## src/design/tfr_pkg.sv

```systemverilog
// ----------------------------------------------------------------------------
// tfr_pkg
// Shared types and constants of the tracking frame receiver: result codes,
// framing bytes, register indexes and the parser-to-tracker record.
// ----------------------------------------------------------------------------
`default_nettype none

package tfr_pkg;

    // Result codes reported with every item.
    typedef enum logic [2:0] {
        EV_NONE  = 3'd0,
        EV_OK    = 3'd1,
        EV_CRC   = 3'd2,
        EV_LEN   = 3'd3,
        EV_TYPE  = 3'd4,
        EV_DUP   = 3'd5,
        EV_GAP   = 3'd6,
        EV_STALE = 3'd7
    } event_t;

    // Input item kinds.
    localparam logic ACT_BYTE = 1'b0;
    localparam logic ACT_TICK = 1'b1;

    // Configuration register indexes.
    localparam logic [1:0] CFG_MODE      = 2'd0;
    localparam logic [1:0] CFG_INTERBYTE = 2'd1;
    localparam logic [1:0] CFG_STALE     = 2'd2;

    localparam logic [15:0] INTERBYTE_RESET = 16'd50;
    localparam logic [15:0] STALE_RESET     = 16'd200;

    // Framing.
    localparam logic [7:0]  HDR1_BYTE   = 8'hAA;
    localparam logic [7:0]  HDR2_BYTE   = 8'h5A;
    localparam logic [7:0]  TRACK_TYPE  = 8'h21;
    localparam logic [7:0]  TRACK_LEN   = 8'd13;
    localparam logic [7:0]  MAX_PAYLOAD = 8'd32;
    localparam logic [15:0] CRC_POLY    = 16'h1021;
    localparam logic [15:0] CRC_INIT    = 16'hFFFF;

    // Parser outcome for one byte, handed to the tracking state.
    typedef struct packed {
        logic        clr_valid;
        event_t      event_code;
        logic        frame_good;
        logic [7:0]  seq;
        logic [7:0]  flags;
        logic [7:0]  mask;
        logic [15:0] center_x;
        logic [15:0] center_y;
        logic [15:0] error_x;
        logic [15:0] error_y;
        logic [15:0] frame_rate;
    } parse_res_t;

endpackage

`default_nettype wire

```

## src/design/tfr_parser.sv

```systemverilog
// ----------------------------------------------------------------------------
// tfr_parser
// Byte-level frame parser: header search, type and length checks, payload
// capture, CRC-16 update and end-of-frame decode of tracking fields.
// ----------------------------------------------------------------------------
`default_nettype none

module tfr_parser (
    input  wire logic               clk,
    input  wire logic               rst_n,
    input  wire logic               byte_fire,
    input  wire logic               resync,
    input  wire logic [7:0]         byte_value,
    output tfr_pkg::parse_res_t     result
);
    import tfr_pkg::*;

    localparam int STORE_DEPTH = 13;
    localparam int STORE_AW    = $clog2(STORE_DEPTH);

    typedef enum logic [2:0] {
        PH_HDR1 = 3'd0,
        PH_HDR2 = 3'd1,
        PH_TYPE = 3'd2,
        PH_LEN  = 3'd3,
        PH_DATA = 3'd4,
        PH_CRCL = 3'd5,
        PH_CRCH = 3'd6
    } phase_t;

    function automatic logic [15:0] crc_step(input logic [15:0] crc_in, input logic [7:0] b);
        logic [15:0] c;
        c = crc_in ^ {b, 8'h00};
        for (int i = 0; i < 8; i++)
        begin
            c = c[15] ? ({c[14:0], 1'b0} ^ CRC_POLY) : {c[14:0], 1'b0};
        end
        return c;
    endfunction

    phase_t      phase_reg, phase_next;
    logic [7:0]  type_reg, type_next;
    logic [5:0]  length_reg, length_next;
    logic [5:0]  index_reg, index_next;
    logic [15:0] crc_reg, crc_next;
    logic [7:0]  crc_lo_reg, crc_lo_next;
    logic [7:0]  store_reg [STORE_DEPTH];

    phase_t      cur_phase;
    logic [5:0]  index_plus;
    logic        store_we;
    logic [15:0] crc_rx;

    assign cur_phase  = resync ? PH_HDR1 : phase_reg;
    assign index_plus = index_reg + 6'd1;
    assign crc_rx     = {byte_value, crc_lo_reg};

    always_comb
    begin
        phase_next  = phase_reg;
        type_next   = type_reg;
        length_next = length_reg;
        index_next  = index_reg;
        crc_next    = crc_reg;
        crc_lo_next = crc_lo_reg;
        store_we    = 1'b0;

        result            = '0;
        result.event_code = EV_NONE;
        result.seq        = store_reg[0];
        result.flags      = store_reg[1];
        result.center_x   = {store_reg[3], store_reg[2]};
        result.center_y   = {store_reg[5], store_reg[4]};
        result.error_x    = {store_reg[7], store_reg[6]};
        result.error_y    = {store_reg[9], store_reg[8]};
        result.mask       = store_reg[10];
        result.frame_rate = {store_reg[12], store_reg[11]};

        if (byte_fire)
        begin
            if (resync)
            begin
                phase_next  = PH_HDR1;
                length_next = '0;
                index_next  = '0;
            end
            case (cur_phase)
                PH_HDR1:
                begin
                    if (byte_value == HDR1_BYTE)
                        phase_next = PH_HDR2;
                end
                PH_HDR2:
                begin
                    if (byte_value == HDR2_BYTE)
                        phase_next = PH_TYPE;
                    else if (byte_value != HDR1_BYTE)
                        phase_next = PH_HDR1;
                end
                PH_TYPE:
                begin
                    type_next  = byte_value;
                    crc_next   = crc_step(CRC_INIT, byte_value);
                    phase_next = PH_LEN;
                end
                PH_LEN:
                begin
                    index_next = '0;
                    crc_next   = crc_step(crc_reg, byte_value);
                    if (byte_value > MAX_PAYLOAD ||
                        (type_reg == TRACK_TYPE && byte_value != TRACK_LEN))
                    begin
                        result.clr_valid  = 1'b1;
                        result.event_code = EV_LEN;
                        phase_next        = PH_HDR1;
                        length_next       = '0;
                    end
                    else
                    begin
                        length_next = byte_value[5:0];
                        phase_next  = (byte_value == 8'd0) ? PH_CRCL : PH_DATA;
                    end
                end
                PH_DATA:
                begin
                    // Only the first TRACK_LEN payload bytes are stored, whatever the frame type.
                    store_we   = ({2'b00, index_reg} < TRACK_LEN);
                    index_next = index_plus;
                    crc_next   = crc_step(crc_reg, byte_value);
                    if (index_plus >= length_reg)
                        phase_next = PH_CRCL;
                end
                PH_CRCL:
                begin
                    crc_lo_next = byte_value;
                    phase_next  = PH_CRCH;
                end
                PH_CRCH:
                begin
                    result.clr_valid = 1'b1;
                    if (crc_rx != crc_reg)
                        result.event_code = EV_CRC;
                    else if (type_reg != TRACK_TYPE)
                        result.event_code = EV_TYPE;
                    else if (length_reg != TRACK_LEN[5:0])
                        result.event_code = EV_LEN;
                    else
                    begin
                        // The tracking state decides between accept and duplicate.
                        result.clr_valid  = 1'b0;
                        result.frame_good = 1'b1;
                    end
                    phase_next  = PH_HDR1;
                    length_next = '0;
                    index_next  = '0;
                end
                default:
                begin
                    result.clr_valid = 1'b1;
                    phase_next       = PH_HDR1;
                    length_next      = '0;
                    index_next       = '0;
                end
            endcase
        end
    end

    always_ff @(posedge clk or negedge rst_n)
    begin
        if (!rst_n)
        begin
            phase_reg  <= PH_HDR1;
            type_reg   <= '0;
            length_reg <= '0;
            index_reg  <= '0;
            crc_reg    <= CRC_INIT;
            crc_lo_reg <= '0;
        end
        else
        begin
            phase_reg  <= phase_next;
            type_reg   <= type_next;
            length_reg <= length_next;
            index_reg  <= index_next;
            crc_reg    <= crc_next;
            crc_lo_reg <= crc_lo_next;
        end
    end

    always_ff @(posedge clk)
    begin
        if (store_we)
            store_reg[index_reg[STORE_AW-1:0]] <= byte_value;
    end

endmodule

`default_nettype wire

```

## src/design/tfr_tracker.sv

```systemverilog
// ----------------------------------------------------------------------------
// tfr_tracker
// Tracking state: gap and age timers, sequence check, decoded record and
// the control-valid flag with its flag and tag geometry checks.
// ----------------------------------------------------------------------------
`default_nettype none

module tfr_tracker (
    input  wire logic                clk,
    input  wire logic                rst_n,
    input  wire logic                fire,
    input  wire logic                action,
    input  wire tfr_pkg::parse_res_t result,
    input  wire logic                mode,
    input  wire logic                mode_clr,
    input  wire logic [15:0]         interbyte_timeout,
    input  wire logic [15:0]         stale_timeout,
    output logic                     gap_hit,
    output tfr_pkg::event_t          event_code,
    output logic                     valid_flag,
    output logic [15:0]              center_x,
    output logic [15:0]              center_y,
    output logic signed [15:0]       error_x,
    output logic signed [15:0]       error_y,
    output logic [7:0]               status_flags,
    output logic [7:0]               tags_seen,
    output logic [15:0]              frame_rate_x10,
    output logic [7:0]               frame_sequence
);
    import tfr_pkg::*;

    function automatic logic flags_ok(input logic [7:0] flags, input logic [7:0] mask);
        logic four;
        logic diag;
        logic geo;
        four = flags[1];
        diag = flags[6];
        if ((mask & 8'hF0) != 8'h00 || four == diag)
            geo = 1'b0;
        else if (four)
            geo = (mask == 8'h0F);
        else
            geo = ((mask & 8'h06) == 8'h06) || ((mask & 8'h09) == 8'h09);
        return flags[0] && flags[2] && ((flags & 8'hB8) == 8'h00) && geo;
    endfunction

    logic [15:0] gap_reg, gap_next;
    logic [15:0] age_reg, age_next;
    logic        byte_seen_reg, byte_seen_next;
    logic        seq_seen_reg, seq_seen_next;
    logic        valid_reg, valid_next;
    logic        take;

    logic [15:0]        cx_reg, cy_reg, fps_reg;
    logic signed [15:0] ex_reg, ey_reg;
    logic [7:0]         flags_reg, mask_reg, seq_reg;

    assign gap_hit = byte_seen_reg && (gap_reg > interbyte_timeout);

    always_comb
    begin
        gap_next       = gap_reg;
        age_next       = age_reg;
        byte_seen_next = byte_seen_reg;
        seq_seen_next  = seq_seen_reg;
        valid_next     = valid_reg;
        event_code     = EV_NONE;
        take           = 1'b0;

        if (fire)
        begin
            if (action == ACT_TICK)
            begin
                if (gap_reg != 16'hFFFF)
                    gap_next = gap_reg + 16'd1;
                if (age_reg != 16'hFFFF)
                    age_next = age_reg + 16'd1;
                if (valid_reg && age_next > stale_timeout)
                begin
                    valid_next = 1'b0;
                    event_code = EV_STALE;
                end
            end
            else
            begin
                if (gap_hit)
                begin
                    valid_next = 1'b0;
                    event_code = EV_GAP;
                end
                gap_next       = '0;
                byte_seen_next = 1'b1;
                if (result.clr_valid)
                    valid_next = 1'b0;
                if (result.event_code != EV_NONE)
                    event_code = result.event_code;
                if (result.frame_good)
                begin
                    if (seq_seen_reg && result.seq == seq_reg)
                    begin
                        valid_next = 1'b0;
                        event_code = EV_DUP;
                    end
                    else
                    begin
                        take          = 1'b1;
                        seq_seen_next = 1'b1;
                        age_next      = '0;
                        valid_next    = mode && flags_ok(result.flags, result.mask);
                        event_code    = EV_OK;
                    end
                end
            end
        end

        // A change of mode always drops control, whatever else happens.
        if (mode_clr)
            valid_next = 1'b0;
    end

    always_ff @(posedge clk or negedge rst_n)
    begin
        if (!rst_n)
        begin
            gap_reg       <= '0;
            age_reg       <= '0;
            byte_seen_reg <= 1'b0;
            seq_seen_reg  <= 1'b0;
            valid_reg     <= 1'b0;
            cx_reg        <= '0;
            cy_reg        <= '0;
            ex_reg        <= '0;
            ey_reg        <= '0;
            flags_reg     <= '0;
            mask_reg      <= '0;
            fps_reg       <= '0;
            seq_reg       <= '0;
        end
        else
        begin
            gap_reg       <= gap_next;
            age_reg       <= age_next;
            byte_seen_reg <= byte_seen_next;
            seq_seen_reg  <= seq_seen_next;
            valid_reg     <= valid_next;
            if (take)
            begin
                cx_reg    <= result.center_x;
                cy_reg    <= result.center_y;
                ex_reg    <= result.error_x;
                ey_reg    <= result.error_y;
                flags_reg <= result.flags;
                mask_reg  <= result.mask;
                fps_reg   <= result.frame_rate;
                seq_reg   <= result.seq;
            end
        end
    end

    assign valid_flag     = valid_reg;
    assign center_x       = cx_reg;
    assign center_y       = cy_reg;
    assign error_x        = ex_reg;
    assign error_y        = ey_reg;
    assign status_flags   = flags_reg;
    assign tags_seen      = mask_reg;
    assign frame_rate_x10 = fps_reg;
    assign frame_sequence = seq_reg;

endmodule

`default_nettype wire

```

## src/design/tracking_frame_receiver.sv

```systemverilog
// ----------------------------------------------------------------------------
// tracking_frame_receiver
// Serial tracking-frame receiver: parses CRC-protected frames from a byte
// stream, keeps the latest tracking record and judges it fit for control.
// ----------------------------------------------------------------------------
// An accepted item enters the input register and then passes one
// parse-and-track step into the result register, which offers it.
// Throughput: one item per cycle unless out_stall holds the result; the
// byte-wide CRC update and the frame checks all sit in that single step.
// Reset (asynchronous, active low) returns the parser to header search,
// clears record, timers and control valid, and loads the register defaults.
`default_nettype none

module tracking_frame_receiver (
    input  wire logic               clk,
    input  wire logic               rst_n,
    input  wire logic               in_valid,
    output logic                    in_stall,
    input  wire logic               action,
    input  wire logic [7:0]         byte_value,
    output logic                    out_valid,
    input  wire logic               out_stall,
    output logic [2:0]              event_res,
    output logic                    control_valid,
    output logic [15:0]             center_x,
    output logic [15:0]             center_y,
    output logic signed [15:0]      error_x,
    output logic signed [15:0]      error_y,
    output logic [7:0]              status_flags,
    output logic [7:0]              tags_seen,
    output logic [15:0]             frame_rate_x10,
    output logic [7:0]              frame_sequence,
    input  wire logic               cfg_write_en,
    input  wire logic [1:0]         cfg_index,
    input  wire logic [15:0]        cfg_data
);
    import tfr_pkg::*;

    logic        s1_valid_reg;
    logic        s1_action_reg;
    logic [7:0]  s1_byte_reg;
    logic        out_valid_reg;
    event_t      event_reg;

    logic        mode_reg;
    logic [15:0] interbyte_reg;
    logic [15:0] stale_reg;

    logic        advance;
    logic        fire;
    logic        byte_fire;
    logic        mode_clr;
    logic        gap_hit;
    event_t      step_event;
    parse_res_t  parse_res;

    assign advance   = !out_valid_reg || !out_stall;
    assign fire      = s1_valid_reg && advance;
    assign byte_fire = fire && (s1_action_reg == ACT_BYTE);
    assign in_stall  = s1_valid_reg && !advance;
    assign mode_clr  = cfg_write_en && (cfg_index == CFG_MODE) && (cfg_data[0] != mode_reg);

    always_ff @(posedge clk or negedge rst_n)
    begin
        if (!rst_n)
        begin
            s1_valid_reg  <= 1'b0;
            out_valid_reg <= 1'b0;
            event_reg     <= EV_NONE;
        end
        else
        begin
            if (in_valid && !in_stall)
                s1_valid_reg <= 1'b1;
            else if (advance)
                s1_valid_reg <= 1'b0;
            if (advance)
            begin
                out_valid_reg <= fire;
                event_reg     <= step_event;
            end
        end
    end

    always_ff @(posedge clk)
    begin
        if (in_valid && !in_stall)
        begin
            s1_action_reg <= action;
            s1_byte_reg   <= byte_value;
        end
    end

    always_ff @(posedge clk or negedge rst_n)
    begin
        if (!rst_n)
        begin
            mode_reg      <= 1'b0;
            interbyte_reg <= INTERBYTE_RESET;
            stale_reg     <= STALE_RESET;
        end
        else if (cfg_write_en)
        begin
            case (cfg_index)
                CFG_MODE:      mode_reg      <= cfg_data[0];
                CFG_INTERBYTE: interbyte_reg <= cfg_data;
                CFG_STALE:     stale_reg     <= cfg_data;
                default:       ;
            endcase
        end
    end

    tfr_parser u_parser (
        .clk        (clk),
        .rst_n      (rst_n),
        .byte_fire  (byte_fire),
        .resync     (gap_hit),
        .byte_value (s1_byte_reg),
        .result     (parse_res)
    );

    tfr_tracker u_tracker (
        .clk               (clk),
        .rst_n             (rst_n),
        .fire              (fire),
        .action            (s1_action_reg),
        .result            (parse_res),
        .mode              (mode_reg),
        .mode_clr          (mode_clr),
        .interbyte_timeout (interbyte_reg),
        .stale_timeout     (stale_reg),
        .gap_hit           (gap_hit),
        .event_code        (step_event),
        .valid_flag        (control_valid),
        .center_x          (center_x),
        .center_y          (center_y),
        .error_x           (error_x),
        .error_y           (error_y),
        .status_flags      (status_flags),
        .tags_seen         (tags_seen),
        .frame_rate_x10    (frame_rate_x10),
        .frame_sequence    (frame_sequence)
    );

    assign out_valid = out_valid_reg;
    assign event_res = event_reg;

    // Every rejection or timeout leaves control invalid.
    a_reject_clears_valid: assert property (@(posedge clk) disable iff (!rst_n)
        out_valid && (event_res == EV_CRC || event_res == EV_LEN ||
                      event_res == EV_TYPE || event_res == EV_DUP ||
                      event_res == EV_GAP || event_res == EV_STALE)
        |-> !control_valid)
        else $error("rejection event with control still valid");

    // Control can only be valid while tracking mode is on.
    a_valid_needs_mode: assert property (@(posedge clk) disable iff (!rst_n)
        control_valid |-> mode_reg)
        else $error("control valid outside tracking mode");

    // A tick never produces a frame event.
    a_tick_events: assert property (@(posedge clk) disable iff (!rst_n)
        (fire && s1_action_reg == ACT_TICK)
        |=> (event_res == EV_NONE || event_res == EV_STALE))
        else $error("tick produced a frame event");

endmodule

`default_nettype wire

```

## config.mk

```make
export PLATFORM = sky130hd
export DESIGN_NAME = tracking_frame_receiver
export DESIGN_NICKNAME = d
export VERILOG_FILES = /design/src/design/tfr_pkg.sv /design/src/design/tfr_parser.sv /design/src/design/tfr_tracker.sv /design/src/design/tracking_frame_receiver.sv
export SDC_FILE = /design/constraint.sdc
export NUM_CORES = 1
export LEC_CHECK = 0
export BUFFER_PORTS_ARGS = -buffer_cell sky130_fd_sc_hd__buf_2
export CAP_MARGIN = 20
export CORE_UTILIZATION = 30
export CTS_CLUSTER_DIAMETER = 60
export CTS_CLUSTER_SIZE = 16
export DETAILED_ROUTE_END_ITERATION = 10
export PLACE_DENSITY = 0.57
export SYNTH_ARGS = -nofsm -noshare
export SYNTH_HDL_FRONTEND = slang
export SYNTH_SLANG_ARGS = --single-unit
```

## constraint.sdc

```tcl
create_clock -name clk -period 3.8 [get_ports clk]
set_clock_uncertainty 0.05 [all_clocks]
set_input_delay 0.38 -clock clk [delete_from_list [all_inputs] [get_ports clk]]
set_output_delay 0.38 -clock clk [all_outputs]
set_load 0.01 [all_outputs]
```

=== Word level (Yosys, flattened, before mapping) ===
Memory sizes are Yosys's and may differ from the RTL's. A register that Yosys moved wholly into a read port is not among the register bits.
Cells that the tools add are included.

* Memories: 1
* Bits in writable memories: 104
* Flip-flop bits (word level): 153

{| class="wikitable"
|+ Memory list
! memory !! words !! width !! rd ports !! clocked after memory_dff !! write ports !! RTL line !! source
|-
| u_parser.store_reg || 13 || 8 || 13 || 10 || 1 || tfr_parser.sv:47 || <nowiki>logic [7:0] store_reg [STORE_DEPTH];</nowiki>
|}

* Muxes and demuxes: 82
* $add $sub $neg: 3
* Reduce and logical (&&, ||, !) cells: 59
* Equality and inequality tests: 29
* Bitwise operators: 20
* Order comparisons: 5

{| class="wikitable"
|+ Operators by type and width
! cell !! number
|-
| 13-bit 2-to-1 mux || 16
|-
| 16-bit 2-to-1 mux || 8
|-
| 3-bit NOT || 16
|-
| 3-bit 2-to-1 mux || 15
|-
| 16-bit by 1-bit adder with 16-bit output, second input constant || 2
|-
| 16-bit > comparator || 2
|-
| 1-bit 2-to-1 mux || 32
|-
| 16-bit inequality test, second input constant || 2
|-
| 16-bit one-hot mux with 2 select lines || 1
|-
| 6-bit one-hot mux with 2 select lines || 2
|-
| 2-bit AND reduction || 10
|-
| 3-bit one-hot mux with 6 select lines || 1
|-
| 8-bit logical NOT || 2
|-
| 16-bit inequality test || 1
|-
| 16-bit NOT || 1
|-
| 16-bit XOR || 1
|-
| 1-bit logical AND || 14
|-
| 1-bit logical NOT || 14
|-
| 6-bit 2-to-1 mux || 2
|-
| 3-bit == test, second input constant || 3
|-
| 8-bit by 4-bit == test with 1-bit output, second input constant || 1
|-
| 8-bit by 6-bit == test with 1-bit output, second input constant || 1
|-
| 8-bit by 7-bit == test with 1-bit output, second input constant || 1
|-
| 8-bit == test || 1
|-
| other kinds (36) || 49
|}

=== Longest topological paths before layout ===
* Depth after elaboration: 18
* Depth in mapped cells: 15

=== By module ===
A second synthesis with hierarchy kept.

* Cell total of the unflattened synthesis: 1,140
* Area total of the unflattened synthesis: 15,214.6 um^2

{| class="wikitable"
|+ Modules (own cells, without submodules)
! module !! area an instance (um^2) !! instances !! cells each !! sequential area each (um^2)
|-
| tfr_tracker || 6,925.4 || 1 || 588 || 3,478.3
|-
| tfr_parser || 6,448.7 || 1 || 454 || 4,319.1
|-
| tracking_frame_receiver || 1,840.5 || 1 || 98 || 1,228.7
|}

=== Least setup slack after synthesis ===
No wires, ideal clock.

* Kind: reg-to-reg
* Start: register u_tracker.gap_reg[13]
* End: memory u_parser.store_reg[4][0] (enable)
* Arrival time: 2.903 ns
* Data required time: 3.365 ns
* Setup time: 0.385 ns
* Slack: 0.462 ns
* Path buffers: 1
* Cell stages (with the launch flop): 10
* Path through: dfrtp_1 ha_1 a21o_1 a21o_1 a2111oi_2 a31oi_1 buf_2 nor4_2 nand2_1 nor3b_1

* Word-level cells in the longest chain between the ends: 8

{| class="wikitable"
|+ Ends and longest elaborated chain
! item !! RTL line !! source
|-
| start, declared || tfr_tracker.sv:47 || <nowiki>logic [15:0] gap_reg, gap_next;</nowiki>
|-
| start signal, assigned || tfr_tracker.sv:141 || <nowiki>gap_reg <= gap_next;</nowiki>
|-
| 16-bit > comparator || tfr_tracker.sv:58 || <nowiki>assign gap_hit = byte_seen_reg && (gap_reg > interbyte_timeout);</nowiki>
|-
| 1-bit logical AND || tfr_tracker.sv:58 ||
|-
| 3-bit 2-to-1 mux || tfr_parser.sv:54 || <nowiki>assign cur_phase = resync ? PH_HDR1 : phase_reg;</nowiki>
|-
| 3-bit == test || tfr_parser.sv:87 || <nowiki>case (cur_phase)</nowiki>
|-
| 1-bit 2-to-1 mux || tfr_parser.sv:87 ||
|-
| 1-bit 2-to-1 mux || tfr_parser.sv:79 || <nowiki>if (byte_fire)</nowiki>
|-
| 1-bit 2-to-1 mux || tfr_parser.sv:192 || <nowiki>if (store_we)</nowiki>
|-
| 1-bit 2-to-1 mux (implied by the code) || tfr_parser.sv:193 || <nowiki>store_reg[index_reg[STORE_AW-1:0]] <= byte_value;</nowiki>
|-
| end, declared || tfr_parser.sv:47 ||
|}

Every way passes these cells.

=== Worst setup path in the final report ===
* Start: register u_tracker.gap_reg[13]
* End: memory u_parser.store_reg[9][5] (enable)

Same word-level chain as after synthesis.

==> impl_metrics.toml <==
[synth]
synth_cell_type_count = 67
synthMuxAreaShare_pct = 4.355
synth-seq-area-share_pct = 60.31
synthArstFlopShare_pct = 66.47
synthSimpleGateAreaFrac_pct = 16.81
postSynthCellCount = 1348
synth_compound_area_share_pct = 6.462
syn_area_per_cell_um2 = 11.10
synth_edf_count = 113
synth_nets = 1425
synth_top_family_by_area = "simple AND/OR/NAND/NOR gates"
synth-xor-area-share_pct = 5.033
syn-cell-area_um2 = 14970
ys_top_cells_by_area = "dfrtp_1 (34%), edfxtp_1 (23%), nand2_1 (9.4%)"
synth_warnings = 0
synth_ff_type = "dfrtp_1"
synth-adder-area-share_pct = 3.762
yosysTopAreaCell = "dfrtp_1"
synth-seq-cells = 337
synthDominantCellAreaShare_pct = 33.77

[worst_setup_path]
cp_slowest_cell = "nor4_2"
rrSetupSlack_ps = 280
crit_type = "reg -> reg"
worstPathMaxFanout = 19
reg2regPathDepth = 8
cp-end-kind = "flip-flop"
crit_top_cell = "a21o_1"
critPathLaunchType = "flip-flop"
required_ps = 3960
crit_chain = "ha_1, a21o_1, a21o_1, a2111oi_2, a31oi_4, nor4_2, and3b_1, and2_1"
rr_endpoint = "u_parser.store_reg[9][5]$_DFFE_PP_"
cp_top_family = "simple AND/OR/NAND/NOR gates"
arrival_ps = 3680
r2r-start = "u_tracker.gap_reg[13]$_DFFE_PN0P_"
slowest_delay_ps = 530
crit_buf_inv = 0
crit_start = "u_tracker.gap_reg[13]$_DFFE_PN0P_"

[detailed_routing]
drt_iter0_drc = 556
wl_um = 36180
met1Wirelength_um = 15990
top_layer = "met4"
met3WireLength_um = 1753
vias_per_cell = 4.657
antenna_left = 0
via_count = 10213
wl_per_cell_um = 16.50
met2RoutedLength_um = 17330
drc = 0
dr.pass1.iters = 6

[cells_and_area]
fin_util_pct = 36.09
drive_gt1_share_pct = 20.08
antenna_cells = 0
fin_nets = 1580
instances_no_fill = 2193
largest_reg_flops = 104
syn_to_final_growth_pct = 18.29

[floorplan]
start_util_pct = 30.51
rows = 81
dieWidth_um = 225.4
die_h_um = 225.4
io_pins = 142
dieArea_um2 = 50790
core-area_um2 = 49050

[hold_path]
hold_path_class = "in -> reg"
min_to = "interbyte_reg[5]$_DFFE_PN1P_"
whs_path_depth = 2
hp-start = "cfg_data[5]"

[cts]
cts.sinks = 337
clk_latency_ps = 540
cts_buffers = 34
clock_tree.root_cell = "clkbuf_16"
cts_tree = "yes"
cts.clk_slew.worst_paths_ps = 70
clockBufferDepth = 3
cts_max_level = 2

[place]
port_buffers = 141
dp.cells = 2120
dp_hpwl_um = 24360
gpl.final_weighted_congestion = 0.8163

[sta]
hold_viol = 0
fin_crit_sh_pct = 92.61
fin_setup_tns_ps = 0
min_period_ps = 3519
rsz0062_at_grt = "false"
worst_slew_pin_slew_ps = 921.0
maxSlewViolCount = 0
max_freq_mhz = 284.1
slew_headroom_pct = 38.19
setup_viol = 0

[global_route]
grt_max_degree = 104
antenna_found_initial = 0
grt_pass1_vias = 10302
grt_usage_pct = 14.47
grt-ovfl-total = 0
grt_first_pass_wirelength_um = 57330

[power_and_ir_drop]
max-vdd-ir-drop_v = 0.0002466
total_power_w = 0.007891
power.leakage_nw = 8.166
power.density_nw_per_um2 = 445.7

[status]
status = "complete, no violations"

[job]
drv_cap = 0
Yosys cell counts, types with 27 or more instances:
cell type  count
a21oi_1       27
clkbuf_1      31
dfrtp_1      202
edfxtp_1     113
ha_1          45
inv_1         47
mux2_2        49
nand2_1      375
nor2_1        56
o21ai_0       42
xnor2_1       56
xor2_1        30
cells by family (layout without fill, tap and decap cells):
kind of cell	count (synthesis)	after routing
xor+xnor	86	86
mux	58	58
fa+ha+maj	45	45
simple gates	571	571
buf+inv	108	289
flops	337	337
compound gates	143	143
layer usage:
metal,track usage [%],vias to the layer above
li1,-,4932
met4,5.289,0
met5,0,-
met3,2.490,66
met2,24.37,252
met1,18.58,4963
layout make-up:
type,count,area (um^2)
Clock buffer,44,919.6
Inverter,48,180.2
Tap cell,664,830.8
Clock inverter,18,186.4
Sequential cell,337,9026
Fill cell,4934,31350
Multi-Input combinational cell,903,5483
Timing Repair Buffer,179,1079
cell usage in the layout, fill, tap and decap left out, types with 27 or more instances in the layout:
cell type    n
a21oi_1     27
dfrtp_1    202
ha_1        45
edfxtp_1   113
nand2_1    375
xnor2_1     56
clkbuf_16   35
o21ai_0     41
nor2_1      56
mux2_2      49
inv_1       47
buf_2      140
xor2_1      30
power breakdown:
| group | switching, W | internal [W] | total (W) |
|---|---|---|---|
| clock network | 0.00151 | 0.00184 | 0.00334 |
| registers | 0.0000904 | 0.00387 | 0.00396 |
| logic | 0.000348 | 0.000242 | 0.000590 |
worst max path at each step:
stage	slack, ps	cells past startpoint	to
after floorplan	460	9	u_parser.store_reg[4][0]$_DFFE_PP_
after global placement	300	13	u_tracker.valid_flag$_DFFE_PN0P_
after detailed placement	150	13	event_res[1]$_DFFE_PN0N_
after CTS	110	13	event_res[1]$_DFFE_PN0N_
after global routing	30	13	event_res[0]$_DFFE_PN0N_
final	280	8	u_parser.store_reg[9][5]$_DFFE_PP_
metrics by stage:
stage,hold WS [ps],setup slack [ps],area (um^2)
6_report,33.85,280.7,17700
5_1_grt,28.25,33.28,17700
4_1_cts,13.63,113.3,17700
3_5_place_dp,381.1,152.5,16480
3_3_place_gp,375.8,297.4,16480
2_1_floorplan,34.41,462.2,14970
repair_timing:
action                                  in CTS  in global routing
endpoints found under the hold margin       96                  0
gates resized for setup                      0                  2
hold buffers                                11                  0
endpoints found under the setup margin       0                  4
buffers inserted                             0                  0
(Power assumes the default switching activity.)
